## src/hw/rtl/brr_mul.sv

```systemverilog
// ----------------------------------------------------------------------------
// brr_mul: shared registered multiplier
// Signed 34 by 17 bit product, registered, so each operation's result is
// available in the cycle after its operands are presented.
// ----------------------------------------------------------------------------
module brr_mul (
   input  logic               clock,
   input  logic signed [33:0] op_a,
   input  logic signed [16:0] op_b,
   output logic signed [50:0] prod
);
   logic signed [50:0] prod_ff;

   always_ff @(posedge clock) begin
      prod_ff <= 51'(op_a * op_b);
   end

   assign prod = prod_ff;

endmodule

```

## config.mk

```make
export PLATFORM = sky130hd
export DESIGN_NAME = brr_mul
export DESIGN_NICKNAME = d
export VERILOG_FILES = /design/src/hw/rtl/brr_mul.sv
export SDC_FILE = /design/constraint.sdc
export NUM_CORES = 2
export LEC_CHECK = 0
export BUFFER_PORTS_ARGS = -buffer_cell sky130_fd_sc_hd__buf_2
export CAP_MARGIN = 20
export CORE_MARGIN = 2
export CORE_UTILIZATION = 50
export DETAILED_ROUTE_END_ITERATION = 16
export GPL_TIMING_DRIVEN = 0
export PLACE_DENSITY = 0.68
export RECOVER_POWER = 100
export SYNTH_ARGS = -nofsm -noshare
export SYNTH_HDL_FRONTEND = slang
export SYNTH_SLANG_ARGS = --single-unit
```

## constraint.sdc

```tcl
create_clock -name clock -period 10.2 [get_ports clock]
set_input_delay 0.51 -clock clock [delete_from_list [all_inputs] [get_ports clock]]
set_output_delay 0.51 -clock clock [all_outputs]
set_load 0.005 [all_outputs]
```

# Word-level counts from Yosys, hierarchy flattened
# Cells that the tools add are included.
[word_totals]
reg_bits = 51
[classes]
multipliers = 1
[op_table]
columns = ["op", "n"]
rows = [
  ["34-bit by 17-bit multiplier with 51-bit output", 1],
]

# Logic depth before layout (Yosys ltp)
[depth]
depth_word = 1
depth_mapped = 25

# Least setup slack after synthesis
# No wires, ideal clock.
[synth_path]
path_kind = "input to register"
start = "input port op_b[8]"
end = "register prod_ff[50], in the netlist prod[50]"
arrival_ns = 6.418
required_ns = 10.121
slack_ns = 3.703
stages = 24
path_cell_list = "clkbuf_1 -> clkbuf_1 -> nand2_1 -> fa_1 -> inv_1 -> fa_1 -> inv_1 -> fa_1 -> inv_1 -> fa_1 -> fa_1 -> inv_1 -> fa_1 -> inv_1 -> ha_1 -> a21o_1 -> a21o_1 -> a221oi_2 -> o311ai_2 -> a41oi_2 -> nor3_2 -> or4_1 -> and3_1 -> a211oi_2"
[synth_between]
elab_chain_cells = 1
[synth_rtl]
columns = ["item", "line", "rtl"]
rows = [
  ["start, declared", "9", "input logic signed [16:0] op_b,"],
  ["34-bit by 17-bit multiplier with 51-bit output", "15", "prod_ff <= 51'(op_a * op_b);"],
  ["end signal, assigned", "15", ""],
  ["end, declared", "12", "logic signed [50:0] prod_ff;"],
]
# Every way passes these cells.

# Worst setup path in the final report
[layout_path]
start = "input port op_b[8]"
end = "register prod_ff[44], in the netlist prod[44]"
# Same word-level chain as after synthesis.

==> impl_results.md <==
- Initial antenna violation count: 1
- WL per Instance: 20.6 um
- Max Root-Sink Buffers: 2
- Fin. max-slew vios: 0
- DRC viols: 0
- Main combinational cell family by area after synthesis: adder cells
- CP endpoint: prod[44]
- Vias in the first global route: 16,900
- Mux contribution to synthesized area: 0
- Ranking of synthesized cells by area: fa_1 53%, inv_1 9.6%, and2_1 7.6%
- Status: finished clean
- CTS tree: yes
- DR vias: 15,400
- Grt met3 use: 0.0327
- Std-Cell Core Area: 40,700 sq um
- Post-synth EDFFs: 0
- Setup crit start: op_b[8]
- Largest net degree at the start of global routing: 19
- Simple-Gate Fraction of Synth Area: 0.161
- Register area: 1020 sq um
- Die height: 207 um
- Synth Net Count: 2,950
- 1st-iter DRT viols: 1,050
- Syn_area_per_cell: 9.26 sq um
- # setup viols final: 0
- Post-CTS Setup Inserts: 0
- I/O pins: 103
- Asr flop ratio synth: 0
- First-pass GRT wire length: 94,300 um
- Htree depth: 2
- Synth-to-Final Area Change: 5.94%
- Crit. End Element: flip-flop
- Clk sink count: 51
- Class of the worst hold path: input pin to flip-flop
- Final min period: 8.68 ns
- Area share of the largest cell type after synthesis: 0.535
- Multi-input gate area: 17,200 sq um
- Routed Antenna Nets: 0
- Largest register FFs: 51
- Adder-Cell Fraction of Synth Area: 0.607
- Met1 usage: 0.365
- Post-synthesis sequential area ratio: 0.0495
- CTS resizes: 0
- Fill cell count: 3,777
- Gr busiest metal: met2
- # diodes: 0
- CP Data Required Time: 10.40 ns
- GR Overflow Total: 0
- Slew at the pin with the worst max-slew slack: 1.04 ns
- Design area: 21,900 sq um
- Setup TNS: 0 ns
- CP Class: input pin to flip-flop
- Die W: 207 um
- Ys flop type: dfxtp_1
- Worst-path maximum fanout: 10
- Compound-Gate Fraction of Synth Area: 0.0483
- Fmax: 115 MHz
- Tcrit/Tclk final: 0.851
- CTS Hold Buffers Added: 0
- Area leader, netlist: fa_1
- Cts bufs inserted: 5
- RSZ-0062 raised after global routing: no
- Via-to-Cell Ratio: 5.36
- DP HPWL: 50,900 um
- Nets: 3,056
- Slew headroom: 0.298
- Root Buffer: clkbuf_16
- Placer Congestion: 0.953
- Post-DP Area: 21,800 sq um
- WL final: 59,200 um
- Max Cap Viol: 0
- Synthesized area: 20,600 sq um
- Met2 Use GR: 0.494
- Startpoint Class: input pin
- Fin. Hold Viols: 0
- Synthesized instance count: 2,228
- Post-synthesis cell type count: 52
- Total GRT Usage: 0.287
- Flops & latches, synth: 51
- Layout cell share with drive strength beyond 1: 0.0360
- Synthesis warning total: 0
- Drt first pass iters: 6
- Port bufs: 99
- Crit path DAT: 8.88 ns
- CTS clock-pin slew for the worst setup and hold paths: 0.08 ns
- Std-Cell Rows: 74
- DIE AREA: 42,900 sq um
- Initial Util: 0.506
- Post-Synth XOR/XNOR Area: 0.0208
[cells in the mapped netlist, types with 6 or more instances]
| cell type | count |
|---|---|
| o21ai_0 | 30 |
| nand2_1 | 330 |
| xnor2_1 | 30 |
| ha_1 | 119 |
| and2_1 | 252 |
| nor2_1 | 62 |
| a21o_1 | 21 |
| o21a_1 | 6 |
| dfxtp_1 | 51 |
| o21bai_1 | 8 |
| a21oi_1 | 40 |
| a211oi_1 | 6 |
| clkbuf_1 | 94 |
| xor2_1 | 19 |
| inv_1 | 528 |
| fa_1 | 551 |
| nand3_1 | 8 |
| nand2b_1 | 8 |
[cells by family (layout without fill, tap and decap cells)]
group | Yosys count | after routing
flops | 51 | 51
compound gates | 146 | 146
xor+xnor | 49 | 49
buf+inv | 624 | 731
simple gates | 688 | 688
fa+ha+maj | 670 | 670
[layout make-up]
cell class / instances / area share
multi-input combinational: 1553 / 0.788
tap: 532 / 0.0305
timing repair buffer: 99 / 0.0211
clock buffer: 5 / 0.00573
sequential: 51 / 0.0467
inverter: 528 / 0.0907
clock inverter: 3 / 0.00126
buffer: 96 / 0.0165
[metal layers]
layer / part of all wire / vias to the layer above
met5: 0.00014 / -
met4: 0.056 / 2
met3: 0.058 / 167
met2: 0.50 / 559
met1: 0.39 / 7970
li1: - / 6665
[cell usage in the layout (no fill, tap or decap), types with 3 or more instances in the layout]
master     Yosys  layout
a211oi_1       6       7
nor2_1        62      62
buf_2          0      71
o31ai_1        4       6
o21ai_0       30      33
a21oi_1       40      40
a221oi_1       2       3
fa_1         551     551
o21a_1         6       6
and3_1         5       5
or4_1          3       3
clkbuf_1      94     122
nand2b_1       8       8
inv_1        528     528
and2_1       252     246
xor2_1        19      19
a21o_1        21      21
nor2b_1        3       3
a31oi_1        4       4
nor3_1         4       5
and2_0         0       6
nand4_1        5       5
dfxtp_1       51      51
nand2_1      330     330
o211ai_1       2       3
ha_1         119     119
o21bai_1       8       8
xnor2_1       30      30
clkbuf_16      0       5
nand3_1        8       8
[worst max-delay path, stage by stage]
cell,delay [ns]
clkbuf_1,0.59
clkbuf_1,0.79
nand2_1,0.18
fa_1,0.58
inv_1,0.05
fa_1,0.49
inv_1,0.05
fa_1,0.54
inv_1,0.05
fa_1,0.46
fa_1,0.49
inv_1,0.05
fa_1,0.48
inv_1,0.04
ha_1,0.36
a21o_1,0.21
a21o_1,0.17
a221oi_1,0.35
o311ai_0,0.38
a41oi_1,0.63
o21bai_1,0.27
o31ai_1,0.72
o21ai_0,0.22
xor2_1,0.18
[metrics by stage]
| step | cells | hold slack, ns | worst slack (ns) | utilization |
|---|---|---|---|---|
| 6_report | 2867 | 0.564 | 1.52 | 0.536 |
| 5_1_grt | 2867 | 0.574 | 1.27 | 0.536 |
| 4_1_cts | 2867 | 0.569 | 2.42 | 0.539 |
| 3_5_place_dp | 2859 | 0.884 | 2.10 | 0.535 |
| 3_3_place_gp | 2859 | 0.885 | 2.13 | 0.535 |
| 2_1_floorplan | 2228 | 0.637 | 3.70 | - |
[worst min-delay path by stage]
stage,start,end,cells past startpoint
2_1_floorplan,op_a[0],prod[0],1
4_1_cts,op_a[0],prod[0],2
3_3_place_gp,prod[20],prod[20],1
5_1_grt,op_a[0],prod[0],2
3_5_place_dp,prod[5],prod[5],1
6_report,op_a[0],prod[0],2
Power is not shown: default switching activity piles up to over one toggle a cycle in this logic, so the estimate is an artifact.
